`src/hw/rtl/lhp_pkg.sv`:
```
`timescale 1ns / 1ps
// shared types and constants of the lidar hit packet parser
// no dependencies; every other file of the block but lhp_in_if uses this package

package lhp_pkg;

  localparam int unsigned HIT_COUNT_BITS_DEF = 16;

  // stream format
  localparam logic [7:0]  MAGIC_EVEN  = 8'h9C;
  localparam logic [7:0]  MAGIC_ODD   = 8'hAD;
  localparam int unsigned MAGIC_LEN   = 8;
  localparam int unsigned COUNT_LEN   = 4;
  localparam int unsigned TIME_LEN    = 8;
  localparam int unsigned PAD_LEN     = 4;
  localparam logic [15:0] MAX_RAW_POS = 16'd40000;
  localparam logic [15:0] POS_OFFSET  = 16'd20000;

  // configuration registers
  localparam int unsigned CFG_IDX_W  = 1;
  localparam int unsigned CFG_DATA_W = 16;
  localparam logic [CFG_IDX_W-1:0] CFG_MAX_HITS = 1'd0;
  localparam logic [CFG_IDX_W-1:0] CFG_MAX_ID   = 1'd1;
  localparam logic [15:0] MAX_HITS_RESET = 16'd384;
  localparam logic [7:0]  MAX_ID_RESET   = 8'd31;

  typedef enum logic [1:0] {
    KIND_HEADER = 2'd0,
    KIND_HIT    = 2'd1,
    KIND_ERROR  = 2'd2
  } kind_t;

  typedef enum logic [2:0] {
    ERR_NONE       = 3'd0,
    ERR_INCOMPLETE = 3'd1,
    ERR_BAD_MAGIC  = 3'd2,
    ERR_TOO_MANY   = 3'd3,
    ERR_POS_RANGE  = 3'd4,
    ERR_ID_RANGE   = 3'd5
  } err_t;

  typedef struct packed {
    logic [15:0] max_hits;
    logic [7:0]  max_id;
  } cfg_t;

  typedef struct packed {
    kind_t              kind;
    logic [63:0]        timestamp_us;
    logic [15:0]        hit_count;
    logic signed [15:0] pos_x;
    logic signed [15:0] pos_y;
    logic signed [15:0] pos_z;
    logic [7:0]         hit_id;
    err_t               error_code;
    logic               last;
  } result_t;

  typedef struct packed {
    logic    valid;
    result_t data;
  } res_req_t;

endpackage

```
`src/hw/rtl/lhp_in_if.sv`:
```
`timescale 1ns / 1ps
// byte stream channel into the parser
// depends on nothing

interface lhp_in_if;
  logic       valid;
  logic       ready;
  logic [7:0] data_byte;
  logic       end_of_stream;

  modport source (output valid, output data_byte, output end_of_stream, input ready);
  modport sink (input valid, input data_byte, input end_of_stream, output ready);
endinterface

```
`src/hw/rtl/lhp_out_if.sv`:
```
`timescale 1ns / 1ps
// result channel out of the parser
// depends on lhp_pkg

interface lhp_out_if;
  logic               valid;
  logic               ready;
  lhp_pkg::kind_t     kind;
  logic [63:0]        timestamp_us;
  logic [15:0]        hit_count;
  logic signed [15:0] pos_x;
  logic signed [15:0] pos_y;
  logic signed [15:0] pos_z;
  logic [7:0]         hit_id;
  lhp_pkg::err_t      error_code;
  logic               last;

  modport source (
    output valid, output kind, output timestamp_us, output hit_count,
    output pos_x, output pos_y, output pos_z, output hit_id,
    output error_code, output last, input ready
  );
  modport sink (
    input valid, input kind, input timestamp_us, input hit_count,
    input pos_x, input pos_y, input pos_z, input hit_id,
    input error_code, input last, output ready
  );
endinterface

```
`src/hw/rtl/lhp_cfg_regs.sv`:
```
`timescale 1ns / 1ps
// configuration registers: max hit count and max hit id
// depends on lhp_pkg

module lhp_cfg_regs (
  input  logic                              clk,
  input  logic                              rst_n,
  input  logic                              cfg_we,
  input  logic [lhp_pkg::CFG_IDX_W-1:0]     cfg_idx,
  input  logic [lhp_pkg::CFG_DATA_W-1:0]    cfg_wdata,
  output lhp_pkg::cfg_t                     cfg
);

  logic [15:0] max_hits_r;
  logic [7:0]  max_id_r;

  always_ff @(posedge clk) begin
    if (!rst_n) begin
      max_hits_r <= lhp_pkg::MAX_HITS_RESET;
      max_id_r   <= lhp_pkg::MAX_ID_RESET;
    end else if (cfg_we) begin
      unique case (cfg_idx)
        lhp_pkg::CFG_MAX_HITS: max_hits_r <= cfg_wdata[15:0];
        lhp_pkg::CFG_MAX_ID:   max_id_r   <= cfg_wdata[7:0];
        default: ;
      endcase
    end
  end

  assign cfg.max_hits = max_hits_r;
  assign cfg.max_id   = max_id_r;

endmodule

```
`src/hw/rtl/lhp_parser.sv`:
```
`timescale 1ns / 1ps
// packet parser state machine: magic search, field assembly, range checks
// depends on lhp_pkg; produces at most one result request per byte

module lhp_parser #(
  parameter int unsigned HIT_COUNT_BITS = lhp_pkg::HIT_COUNT_BITS_DEF
) (
  input  logic              clk,
  input  logic              rst_n,
  input  logic              step,
  input  logic [7:0]        data_byte,
  input  logic              end_of_stream,
  input  lhp_pkg::cfg_t     cfg,
  output lhp_pkg::res_req_t res
);

  typedef enum logic [3:0] {
    PH_WAIT  = 4'd0,
    PH_HUNT  = 4'd1,
    PH_COUNT = 4'd2,
    PH_TIME  = 4'd3,
    PH_PAD   = 4'd4,
    PH_POS1  = 4'd5,
    PH_POS2  = 4'd6,
    PH_POS3  = 4'd7,
    PH_INTEN = 4'd8,
    PH_ID    = 4'd9
  } phase_t;

  localparam logic [2:0] MAGIC_LAST = 3'(lhp_pkg::MAGIC_LEN - 1);
  localparam logic [2:0] COUNT_LAST = 3'(lhp_pkg::COUNT_LEN - 1);
  localparam logic [2:0] TIME_LAST  = 3'(lhp_pkg::TIME_LEN - 1);
  localparam logic [2:0] PAD_LAST   = 3'(lhp_pkg::PAD_LEN - 1);
  localparam logic [2:0] POS_LAST   = 3'd1;
  localparam logic [2:0] BYTE_LAST  = 3'd0;

  phase_t                    phase_r, phase_nxt;
  logic [2:0]                idx_r, idx_nxt;
  logic [63:0]               field_r, field_nxt;
  logic [HIT_COUNT_BITS-1:0] hits_left_r, hits_left_nxt;
  logic [HIT_COUNT_BITS-1:0] hdr_count_r, hdr_count_nxt;
  logic [63:0]               hdr_time_r, hdr_time_nxt;
  logic [15:0]               pos1_r, pos1_nxt;
  logic [15:0]               pos2_r, pos2_nxt;
  logic [15:0]               pos3_r, pos3_nxt;

  logic [63:0]               acc;
  logic [2:0]                last_idx;
  logic [7:0]                want;
  logic [HIT_COUNT_BITS-1:0] hits_dec;

  // little-endian field assembly
  assign acc      = field_r | (64'(data_byte) << {idx_r, 3'b000});
  assign want     = idx_r[0] ? lhp_pkg::MAGIC_ODD : lhp_pkg::MAGIC_EVEN;
  assign hits_dec = hits_left_r - HIT_COUNT_BITS'(1);

  always_comb begin
    unique case (phase_r) inside
      PH_COUNT:                  last_idx = COUNT_LAST;
      PH_TIME:                   last_idx = TIME_LAST;
      PH_PAD:                    last_idx = PAD_LAST;
      PH_INTEN, PH_ID:           last_idx = BYTE_LAST;
      default:                   last_idx = POS_LAST;
    endcase
  end

  always_comb begin
    phase_nxt     = phase_r;
    idx_nxt       = idx_r;
    field_nxt     = field_r;
    hits_left_nxt = hits_left_r;
    hdr_count_nxt = hdr_count_r;
    hdr_time_nxt  = hdr_time_r;
    pos1_nxt      = pos1_r;
    pos2_nxt      = pos2_r;
    pos3_nxt      = pos3_r;
    res           = '0;

    if (step) begin
      if (end_of_stream) begin
        phase_nxt = PH_WAIT;
        idx_nxt   = '0;
        field_nxt = '0;
        if (!((phase_r == PH_WAIT && idx_r == '0) || phase_r == PH_HUNT)) begin
          res.valid           = 1'b1;
          res.data.kind       = lhp_pkg::KIND_ERROR;
          res.data.error_code = lhp_pkg::ERR_INCOMPLETE;
          res.data.last       = 1'b1;
        end
      end else begin
        unique case (phase_r) inside
          PH_WAIT, PH_HUNT: begin
            if (data_byte == want) begin
              if (idx_r == MAGIC_LAST) begin
                phase_nxt = PH_COUNT;
                idx_nxt   = '0;
              end else begin
                idx_nxt = idx_r + 3'd1;
              end
            end else begin
              if (phase_r == PH_WAIT) begin
                res.valid           = 1'b1;
                res.data.kind       = lhp_pkg::KIND_ERROR;
                res.data.error_code = lhp_pkg::ERR_BAD_MAGIC;
                res.data.last       = 1'b1;
              end
              phase_nxt = PH_HUNT;
              field_nxt = '0;
              // a stray first magic byte restarts the match
              idx_nxt   = (data_byte == lhp_pkg::MAGIC_EVEN) ? 3'd1 : 3'd0;
            end
          end
          PH_COUNT, PH_TIME, PH_PAD, PH_POS1, PH_POS2, PH_POS3, PH_INTEN, PH_ID: begin
            if (idx_r != last_idx) begin
              idx_nxt   = idx_r + 3'd1;
              field_nxt = acc;
            end else begin
              idx_nxt   = '0;
              field_nxt = '0;
              unique case (phase_r) inside
                PH_COUNT: begin
                  if (acc[31:0] > 32'(cfg.max_hits)) begin
                    res.valid           = 1'b1;
                    res.data.kind       = lhp_pkg::KIND_ERROR;
                    res.data.error_code = lhp_pkg::ERR_TOO_MANY;
                    res.data.last       = 1'b1;
                    phase_nxt           = PH_HUNT;
                  end else begin
                    hdr_count_nxt = acc[HIT_COUNT_BITS-1:0];
                    hits_left_nxt = acc[HIT_COUNT_BITS-1:0];
                    phase_nxt     = PH_TIME;
                  end
                end
                PH_TIME: begin
                  hdr_time_nxt = acc;
                  phase_nxt    = PH_PAD;
                end
                PH_PAD: begin
                  res.valid             = 1'b1;
                  res.data.kind         = lhp_pkg::KIND_HEADER;
                  res.data.timestamp_us = hdr_time_r;
                  res.data.hit_count    = 16'(hdr_count_r);
                  res.data.last         = (hits_left_r == '0);
                  phase_nxt             = (hits_left_r == '0) ? PH_WAIT : PH_POS1;
                end
                PH_POS1, PH_POS2, PH_POS3: begin
                  if (acc[15:0] > lhp_pkg::MAX_RAW_POS) begin
                    res.valid           = 1'b1;
                    res.data.kind       = lhp_pkg::KIND_ERROR;
                    res.data.error_code = lhp_pkg::ERR_POS_RANGE;
                    res.data.last       = 1'b1;
                    phase_nxt           = PH_HUNT;
                  end else if (phase_r == PH_POS1) begin
                    pos1_nxt  = acc[15:0];
                    phase_nxt = PH_POS2;
                  end else if (phase_r == PH_POS2) begin
                    pos2_nxt  = acc[15:0];
                    phase_nxt = PH_POS3;
                  end else begin
                    pos3_nxt  = acc[15:0];
                    phase_nxt = PH_INTEN;
                  end
                end
                PH_INTEN: phase_nxt = PH_ID;
                default: begin
                  if (acc[7:0] > cfg.max_id) begin
                    res.valid           = 1'b1;
                    res.data.kind       = lhp_pkg::KIND_ERROR;
                    res.data.error_code = lhp_pkg::ERR_ID_RANGE;
                    res.data.last       = 1'b1;
                    phase_nxt           = PH_HUNT;
                  end else begin
                    hits_left_nxt  = hits_dec;
                    res.valid      = 1'b1;
                    res.data.kind  = lhp_pkg::KIND_HIT;
                    // axes reordered to x forward, y left, z up
                    res.data.pos_x = lhp_pkg::POS_OFFSET - pos2_r;
                    res.data.pos_y = lhp_pkg::POS_OFFSET - pos1_r;
                    res.data.pos_z = lhp_pkg::POS_OFFSET - pos3_r;
                    res.data.hit_id = acc[7:0];
                    res.data.last   = (hits_dec == '0);
                    phase_nxt       = (hits_dec == '0) ? PH_WAIT : PH_POS1;
                  end
                end
              endcase
            end
          end
          default: begin
            phase_nxt = PH_WAIT;
            idx_nxt   = '0;
            field_nxt = '0;
          end
        endcase
      end
    end
  end

  always_ff @(posedge clk) begin
    if (!rst_n) begin
      phase_r     <= PH_WAIT;
      idx_r       <= '0;
      field_r     <= '0;
      hits_left_r <= '0;
      hdr_count_r <= '0;
      hdr_time_r  <= '0;
      pos1_r      <= '0;
      pos2_r      <= '0;
      pos3_r      <= '0;
    end else begin
      phase_r     <= phase_nxt;
      idx_r       <= idx_nxt;
      field_r     <= field_nxt;
      hits_left_r <= hits_left_nxt;
      hdr_count_r <= hdr_count_nxt;
      hdr_time_r  <= hdr_time_nxt;
      pos1_r      <= pos1_nxt;
      pos2_r      <= pos2_nxt;
      pos3_r      <= pos3_nxt;
    end
  end

endmodule

```
`src/hw/rtl/lhp_out_reg.sv`:
```
`timescale 1ns / 1ps
// result register between the parser and the result channel
// depends on lhp_pkg

module lhp_out_reg (
  input  logic              clk,
  input  logic              rst_n,
  input  logic              step,
  input  lhp_pkg::res_req_t res,
  input  logic              out_ready,
  output logic              out_valid,
  output lhp_pkg::result_t  out_data,
  output logic              in_ready
);

  logic             valid_r;
  lhp_pkg::result_t data_r;

  // a new byte may enter when no result is held or the held result leaves in the same cycle
  assign in_ready = !valid_r || out_ready;

  always_ff @(posedge clk) begin
    if (!rst_n) begin
      valid_r <= 1'b0;
    end else if (step) begin
      valid_r <= res.valid;
    end else if (out_ready) begin
      valid_r <= 1'b0;
    end
  end

  always_ff @(posedge clk) begin
    if (step && res.valid) begin
      data_r <= res.data;
    end
  end

  assign out_valid = valid_r;
  assign out_data  = data_r;

endmodule

```
`src/hw/rtl/lidar_hit_packet_parser.sv`:
```
`timescale 1ns / 1ps
// lidar hit packet parser, top level
// throughput: one stream byte per cycle while results are taken
// a result is in the output register in the cycle after the byte that causes it
// the input stalls only while a held result is not taken
// synchronous active-low reset: parser waits for a magic, limits return to 384 and 31

module lidar_hit_packet_parser #(
  parameter int unsigned HIT_COUNT_BITS = lhp_pkg::HIT_COUNT_BITS_DEF
) (
  input  logic                           clk,
  input  logic                           rst_n,
  lhp_in_if.sink                         in_ch,
  lhp_out_if.source                      out_ch,
  input  logic                           cfg_we,
  input  logic [lhp_pkg::CFG_IDX_W-1:0]  cfg_idx,
  input  logic [lhp_pkg::CFG_DATA_W-1:0] cfg_wdata
);

  lhp_pkg::cfg_t     cfg;
  lhp_pkg::res_req_t res;
  lhp_pkg::result_t  out_data;
  logic              in_ready;
  logic              step;

  assign step        = in_ch.valid && in_ready;
  assign in_ch.ready = in_ready;

  lhp_cfg_regs u_cfg (
    .clk       (clk),
    .rst_n     (rst_n),
    .cfg_we    (cfg_we),
    .cfg_idx   (cfg_idx),
    .cfg_wdata (cfg_wdata),
    .cfg       (cfg)
  );

  lhp_parser #(
    .HIT_COUNT_BITS (HIT_COUNT_BITS)
  ) u_parser (
    .clk           (clk),
    .rst_n         (rst_n),
    .step          (step),
    .data_byte     (in_ch.data_byte),
    .end_of_stream (in_ch.end_of_stream),
    .cfg           (cfg),
    .res           (res)
  );

  lhp_out_reg u_out (
    .clk       (clk),
    .rst_n     (rst_n),
    .step      (step),
    .res       (res),
    .out_ready (out_ch.ready),
    .out_valid (out_ch.valid),
    .out_data  (out_data),
    .in_ready  (in_ready)
  );

  assign out_ch.kind         = out_data.kind;
  assign out_ch.timestamp_us = out_data.timestamp_us;
  assign out_ch.hit_count    = out_data.hit_count;
  assign out_ch.pos_x        = out_data.pos_x;
  assign out_ch.pos_y        = out_data.pos_y;
  assign out_ch.pos_z        = out_data.pos_z;
  assign out_ch.hit_id       = out_data.hit_id;
  assign out_ch.error_code   = out_data.error_code;
  assign out_ch.last         = out_data.last;

  // error results always close the packet with a real code
  a_err_last: assert property (@(posedge clk) disable iff (!rst_n)
    out_ch.valid && out_ch.kind == lhp_pkg::KIND_ERROR |->
      out_ch.last && out_ch.error_code != lhp_pkg::ERR_NONE)
    else $error("error result without last or code");

  a_code_only_err: assert property (@(posedge clk) disable iff (!rst_n)
    out_ch.valid && out_ch.kind != lhp_pkg::KIND_ERROR |->
      out_ch.error_code == lhp_pkg::ERR_NONE)
    else $error("error code on a non-error result");

  // an empty packet ends at its header
  a_hdr_last: assert property (@(posedge clk) disable iff (!rst_n)
    out_ch.valid && out_ch.kind == lhp_pkg::KIND_HEADER |->
      out_ch.last == (out_ch.hit_count == 16'd0))
    else $error("header last flag disagrees with hit count");

  a_ready_empty: assert property (@(posedge clk) disable iff (!rst_n)
    !out_ch.valid |-> in_ch.ready)
    else $error("input stalled with empty result register");

endmodule

```
`src/flat_wrapper.sv`:
```
// flat-port wrapper written by rule: the top's interface ports become plain ports
module lidar_hit_packet_parser_flat 
#(
  parameter int unsigned HIT_COUNT_BITS = lhp_pkg::HIT_COUNT_BITS_DEF
)
  (clk, rst_n, cfg_we, cfg_idx, cfg_wdata, in_ch_valid, in_ch_data_byte, in_ch_end_of_stream, in_ch_ready, out_ch_valid, out_ch_kind, out_ch_timestamp_us, out_ch_hit_count, out_ch_pos_x, out_ch_pos_y, out_ch_pos_z, out_ch_hit_id, out_ch_error_code, out_ch_last, out_ch_ready);
  lhp_in_if in_ch_i ();
  lhp_out_if out_ch_i ();
  input  logic clk;
  input  logic rst_n;
  input  logic cfg_we;
  input  logic [lhp_pkg::CFG_IDX_W-1:0] cfg_idx;
  input  logic [lhp_pkg::CFG_DATA_W-1:0] cfg_wdata;
  input wire logic [$bits(in_ch_i.valid)-1:0] in_ch_valid;
  input wire logic [$bits(in_ch_i.data_byte)-1:0] in_ch_data_byte;
  input wire logic [$bits(in_ch_i.end_of_stream)-1:0] in_ch_end_of_stream;
  output wire logic [$bits(in_ch_i.ready)-1:0] in_ch_ready;
  output wire logic [$bits(out_ch_i.valid)-1:0] out_ch_valid;
  output wire logic [$bits(out_ch_i.kind)-1:0] out_ch_kind;
  output wire logic [$bits(out_ch_i.timestamp_us)-1:0] out_ch_timestamp_us;
  output wire logic [$bits(out_ch_i.hit_count)-1:0] out_ch_hit_count;
  output wire logic [$bits(out_ch_i.pos_x)-1:0] out_ch_pos_x;
  output wire logic [$bits(out_ch_i.pos_y)-1:0] out_ch_pos_y;
  output wire logic [$bits(out_ch_i.pos_z)-1:0] out_ch_pos_z;
  output wire logic [$bits(out_ch_i.hit_id)-1:0] out_ch_hit_id;
  output wire logic [$bits(out_ch_i.error_code)-1:0] out_ch_error_code;
  output wire logic [$bits(out_ch_i.last)-1:0] out_ch_last;
  input wire logic [$bits(out_ch_i.ready)-1:0] out_ch_ready;
  assign in_ch_i.valid = in_ch_valid;
  assign in_ch_i.data_byte = in_ch_data_byte;
  assign in_ch_i.end_of_stream = in_ch_end_of_stream;
  assign in_ch_ready = in_ch_i.ready;
  assign out_ch_valid = out_ch_i.valid;
  assign out_ch_kind = out_ch_i.kind;
  assign out_ch_timestamp_us = out_ch_i.timestamp_us;
  assign out_ch_hit_count = out_ch_i.hit_count;
  assign out_ch_pos_x = out_ch_i.pos_x;
  assign out_ch_pos_y = out_ch_i.pos_y;
  assign out_ch_pos_z = out_ch_i.pos_z;
  assign out_ch_hit_id = out_ch_i.hit_id;
  assign out_ch_error_code = out_ch_i.error_code;
  assign out_ch_last = out_ch_i.last;
  assign out_ch_i.ready = out_ch_ready;
  lidar_hit_packet_parser #(.HIT_COUNT_BITS(HIT_COUNT_BITS)) u_core (.clk(clk), .rst_n(rst_n), .in_ch(in_ch_i), .out_ch(out_ch_i), .cfg_we(cfg_we), .cfg_idx(cfg_idx), .cfg_wdata(cfg_wdata));
endmodule
```
`config.mk`:
```
export PLATFORM = sky130hd
export DESIGN_NAME = lidar_hit_packet_parser_flat
export DESIGN_NICKNAME = d
export VERILOG_FILES = /design/src/hw/rtl/lhp_pkg.sv /design/src/hw/rtl/lhp_in_if.sv /design/src/hw/rtl/lhp_out_if.sv /design/src/hw/rtl/lhp_cfg_regs.sv /design/src/hw/rtl/lhp_parser.sv /design/src/hw/rtl/lhp_out_reg.sv /design/src/hw/rtl/lidar_hit_packet_parser.sv /design/src/flat_wrapper.sv
export SDC_FILE = /design/constraint.sdc
export NUM_CORES = 1
export LEC_CHECK = 0
export BUFFER_PORTS_ARGS = -buffer_cell sky130_fd_sc_hd__buf_4
export CORE_MARGIN = 8
export CORE_UTILIZATION = 55
export DETAILED_ROUTE_END_ITERATION = 16
export GPL_TIMING_DRIVEN = 0
export MAX_ROUTING_LAYER = met4
export PLACE_DENSITY = 0.85
export SETUP_SLACK_MARGIN = 0.05
export SLEW_MARGIN = 25
export SYNTH_ARGS = -nofsm -noshare
export SYNTH_HDL_FRONTEND = slang
export SYNTH_SLANG_ARGS = --single-unit
```
`constraint.sdc`:
```
create_clock -name clk -period 8.7 [get_ports clk]
set_input_delay 0.87 -clock clk [delete_from_list [all_inputs] [get_ports clk]]
set_output_delay 0.87 -clock clk [all_outputs]
set_load 0.05 [all_outputs]
```
==> results.sh <==
export IMPL_outcome="finished, final reports clean"
export IMPL_ys_warn_count=0
export IMPL_critPathSlowestCell="o32ai_1"
export IMPL_synth_main_ff_cell="dfxtp_1"
export IMPL_areaGrowthSynthToFinish_pct=17.6
export IMPL_setup_viol=0
export IMPL_cts_buffers=37
export IMPL_rsz0062_at_grt="no"
export IMPL_period_needed_ns=6.61
export IMPL_dieHeight_um=190
export IMPL_max_freq_ghz=0.151
export IMPL_fin_skew_ns=0.0208
export IMPL_rrSetupSlack_ns=2.09
export IMPL_cts_setup_buffers=0
export IMPL_switchingPower_mw=1.00
export IMPL_synth_area_per_cell_sq_um=9.88
export IMPL_clkLatencyLatePin_ns=0.53
export IMPL_worst_pin_slew_ns=0.847
export IMPL_combPwrFrac_pct=10.6
export IMPL_critPathArrivalTime_ns=6.82
export IMPL_vias_per_cell=5.90
export IMPL_seq_power_share_pct=49.7
export IMPL_rows=63
export IMPL_cts_tree="done"
export IMPL_grt_use_total_pct=25.3
export IMPL_yosysSeqAreaShare_pct=54.5
export IMPL_hold_end="u_core.u_parser.field_r[50]"
export IMPL_p_int_mw=2.87
export IMPL_whs_ns=0.465
export IMPL_slowest_delay_ns=0.78
export IMPL_powerDensity_nw_per_um2=198
export IMPL_r2r_cells=16
export IMPL_setup_tns_final_ns=0
export IMPL_synthesis_area_sq_um=16600
export IMPL_layout_drive_gt1_share_pct=13.5
export IMPL_finalCritPeriodShare_pct=75.9
export IMPL_crit_buf_inv=6
export IMPL_die_area_sq_um=36100
export IMPL_grt_pass1_vias=13000
export IMPL_crit_family="buffers and inverters"
export IMPL_place_congestion=0.981
export IMPL_ctsLongestPathBuffers=3
export IMPL_synth_nets=1753
export IMPL_dp_cells=2244
export IMPL_hold_buffers=0
export IMPL_wl_per_cell_um=19.9
export IMPL_drc=0
export IMPL_routed_wl_um=46100
export IMPL_ant_nets=0
export IMPL_antenna_found_initial=1
export IMPL_worstHoldStart="u_core.u_parser.field_r[50]"
export IMPL_cts_root_buf="clkbuf_16"
export IMPL_die_w_um=190
export IMPL_drtIter0Drc=1777
export IMPL_clkSinkCount=382
export IMPL_fin_ws_ns=2.09
export IMPL_r2r_end="u_core.u_out.out_data[10]"
export IMPL_coreArea_sq_um=29700
export IMPL_nets=1963
export IMPL_crit_top_cell="ha_1"
export IMPL_final_cells=2312
export IMPL_vias=13600
export IMPL_pin_count=175
export IMPL_p_total_mw=3.87
export IMPL_timing_rr_start="u_core.u_parser.idx_r[0]"
export IMPL_slew_headroom_pct=43.0
export IMPL_hold_viol=0
export IMPL_clkPwrFrac_pct=39.6
export IMPL_swShare_pct=25.9
export IMPL_yosys_register_bits=382
export IMPL_worstPathRequired_ns=8.91
export IMPL_cp_end_kind="flip-flop"
export IMPL_hpwl_um=33100
export IMPL_cts_htree_levels=2
export IMPL_port_buffers=169
export IMPL_crit_type="reg2reg"
export IMPL_slew_violations=0
export IMPL_synth_cells=1683
export IMPL_grt_max_degree=73
export IMPL_synth_lib_cells_used_distinct=67
export IMPL_worst_ir_drop_vdd_v=0.000110
export IMPL_grt_pass1_wl_um=70900
export IMPL_synth_edf_count=142
export IMPL_cts_resized=0
export IMPL_hold_path_class="reg2reg"
export IMPL_grt_overflow=0
export IMPL_drt_pass1_iterations=6
export IMPL_start_util_pct=56.0
export IMPL_async_flop_share_pct=0
export IMPL_post_place_ws_ns=2.26
export IMPL_setup_worst_path_start_class="flip-flop"
export IMPL_p_leak_nw=7.76
export IMPL_cp_cell_sequence="buf_2, clkinv_1, ha_1, clkbuf_1, nor3b_1, nor2_1, inv_1, ha_1, nand4_1, nor4_1, o31ai_1, o21ai_0, nand2b_1, o32ai_1, inv_8, buf_16"
export IMPL_holdPathStages=2
export IMPL_path_clk_slew_ns=0.06
export IMPL_max_cap_viol_count=0
export IMPL_cp_max_fo=72
-- layout make-up --
cell class	count	area (sq um)
fillers	2216	10200
flip-flops and latches	382	9070
multi-input cells	1129	6860
repair buffers	171	1300
clock buffers	51	988
well taps	390	488
plain buffers	109	475
inverters	63	244
clock inverters	16	133
diodes	1	2.50
-- worst max-delay path by stage --
stage | start | endpoint | slack (ns) | depth (start not counted)
after floorplan | u_core.u_parser.idx_r[0] | u_core.u_out.out_data[0] | 2.31 | 15
after global placement | u_core.u_parser.idx_r[0] | u_core.u_out.out_data[30] | -0.05 | 15
after detailed placement | u_core.u_parser.idx_r[0] | u_core.u_out.out_data[55] | 2.26 | 16
after CTS | u_core.u_parser.idx_r[0] | u_core.u_out.out_data[60] | 2.24 | 16
after global routing | u_core.u_parser.idx_r[0] | u_core.u_out.out_data[60] | 1.68 | 17
final | u_core.u_parser.idx_r[0] | u_core.u_out.out_data[10] | 2.09 | 16
-- sequential cells by signal, indices dropped and copies added, names as in the netlist, 3 cells and up --
register	cells
u_core.u_out.out_data	142
u_core.u_parser.field_r	64
u_core.u_parser.hdr_time_r	64
u_core.u_cfg.max_hits_r	16
u_core.u_parser.hdr_count_r	16
u_core.u_parser.hits_left_r	16
u_core.u_parser.pos1_r	16
u_core.u_parser.pos2_r	16
u_core.u_parser.pos3_r	16
u_core.u_cfg.max_id_r	8
u_core.u_parser.phase_r	4
u_core.u_parser.idx_r	3
-- tightest hold or removal path, delay by kind of cell, from the launching register on --
kind | cells | cell delay [ns]
AOI/OAI and AO/OA | 1 | 0.04
DFF | 1 | 0.32
and+or+nand+nor | 1 | 0.07
-- power by group through the flow --
stage                     sequential, mW  combinational [mW]  clock, mW
after CTS                           1.93               0.410       1.54
after detailed placement            1.97               0.408          0
after global routing                1.93               0.432       1.61
final                               1.93               0.412       1.53
after floorplan                     2.12               0.121          0
after global placement              1.97               0.398          0
-- synth_stat cells, types with 7 or more instances --
master    number  area (sq um)
mux2i_1       56           561
nor2b_1       45           282
nand2b_1      17           106
inv_1         62           233
nor2_1       258           968
edfxtp_1     142          4260
a211oi_2       8           100
a211oi_1      66           495
clkbuf_1      87           327
nand3_1        8          40.0
a21boi_0      35           263
nand2_1       95           357
o211ai_1      10          75.1
a22oi_1       17           128
a31oi_1        8          50.1
ha_1          39           488
nor4_1        13          81.3
nor3_1        24           120
or3_1         15          93.8
o21ai_0       45           225
or2_2          7          43.8
dfxtp_1      240          4800
xnor2_1       16           140
and2_1        89           557
xor2_1        24           210
nand4_1        8          50.1
a21oi_1      138           691
-- cell usage in the layout, fill, tap and decap left out, types with 7 or more instances in the layout --
cell type | netlist | layout
a211oi_1 | 66 | 66
a211oi_2 | 8 | 8
a21boi_0 | 35 | 35
a21oi_1 | 138 | 138
a22oi_1 | 17 | 17
a31oi_1 | 8 | 8
and2_1 | 89 | 89
buf_4 | 3 | 173
clkbuf_1 | 87 | 100
clkbuf_16 | 0 | 37
clkinv_1 | 1 | 7
dfxtp_1 | 240 | 240
edfxtp_1 | 142 | 142
ha_1 | 39 | 39
inv_1 | 62 | 61
mux2i_1 | 56 | 56
nand2_1 | 95 | 95
nand2b_1 | 17 | 17
nand3_1 | 8 | 8
nand4_1 | 8 | 8
nor2_1 | 258 | 258
nor2b_1 | 45 | 45
nor3_1 | 24 | 23
nor4_1 | 13 | 13
o211ai_1 | 10 | 10
o21ai_0 | 45 | 45
or2_2 | 7 | 7
or3_1 | 15 | 15
xnor2_1 | 16 | 16
xor2_1 | 24 | 24
-- per-stage QoR --
step | cell area [sq um] | utilization (%)
final | 19600 | 65.8
after global routing | 19600 | 65.8
after CTS | 19600 | 65.8
after detailed placement | 18400 | 62.0
after global placement | 18400 | 61.9
after floorplan | 16600 | -
-- logic make-up (layout without fill, tap and decap cells) --
family                     Yosys count  in the layout  synth area share, %
AOI/OAI and AO/OA                  386            386                 15.2
muxes                               56             56                 3.37
buffers and inverters              172            410                 4.28
adders and majority gates           39             39                 2.93
and+or+nand+nor                    608            608                 17.6
other                                0              1                    0
xor gates and xnor gates            40             40                 2.11
DFF                                382            382                 54.5
-- metal layers --
layer,track usage (%),up-vias,wire length (um),share of wire [%]
li1,-,6320,-,-
met2,40.2,705,21600,47
met1,31.9,6478,18300,40
met4,9.65,0,1760,3.8
met5,-,-,0,0
met3,4.58,131,4360,9.5
No activity file was read; power rests on OpenSTA's default activity.
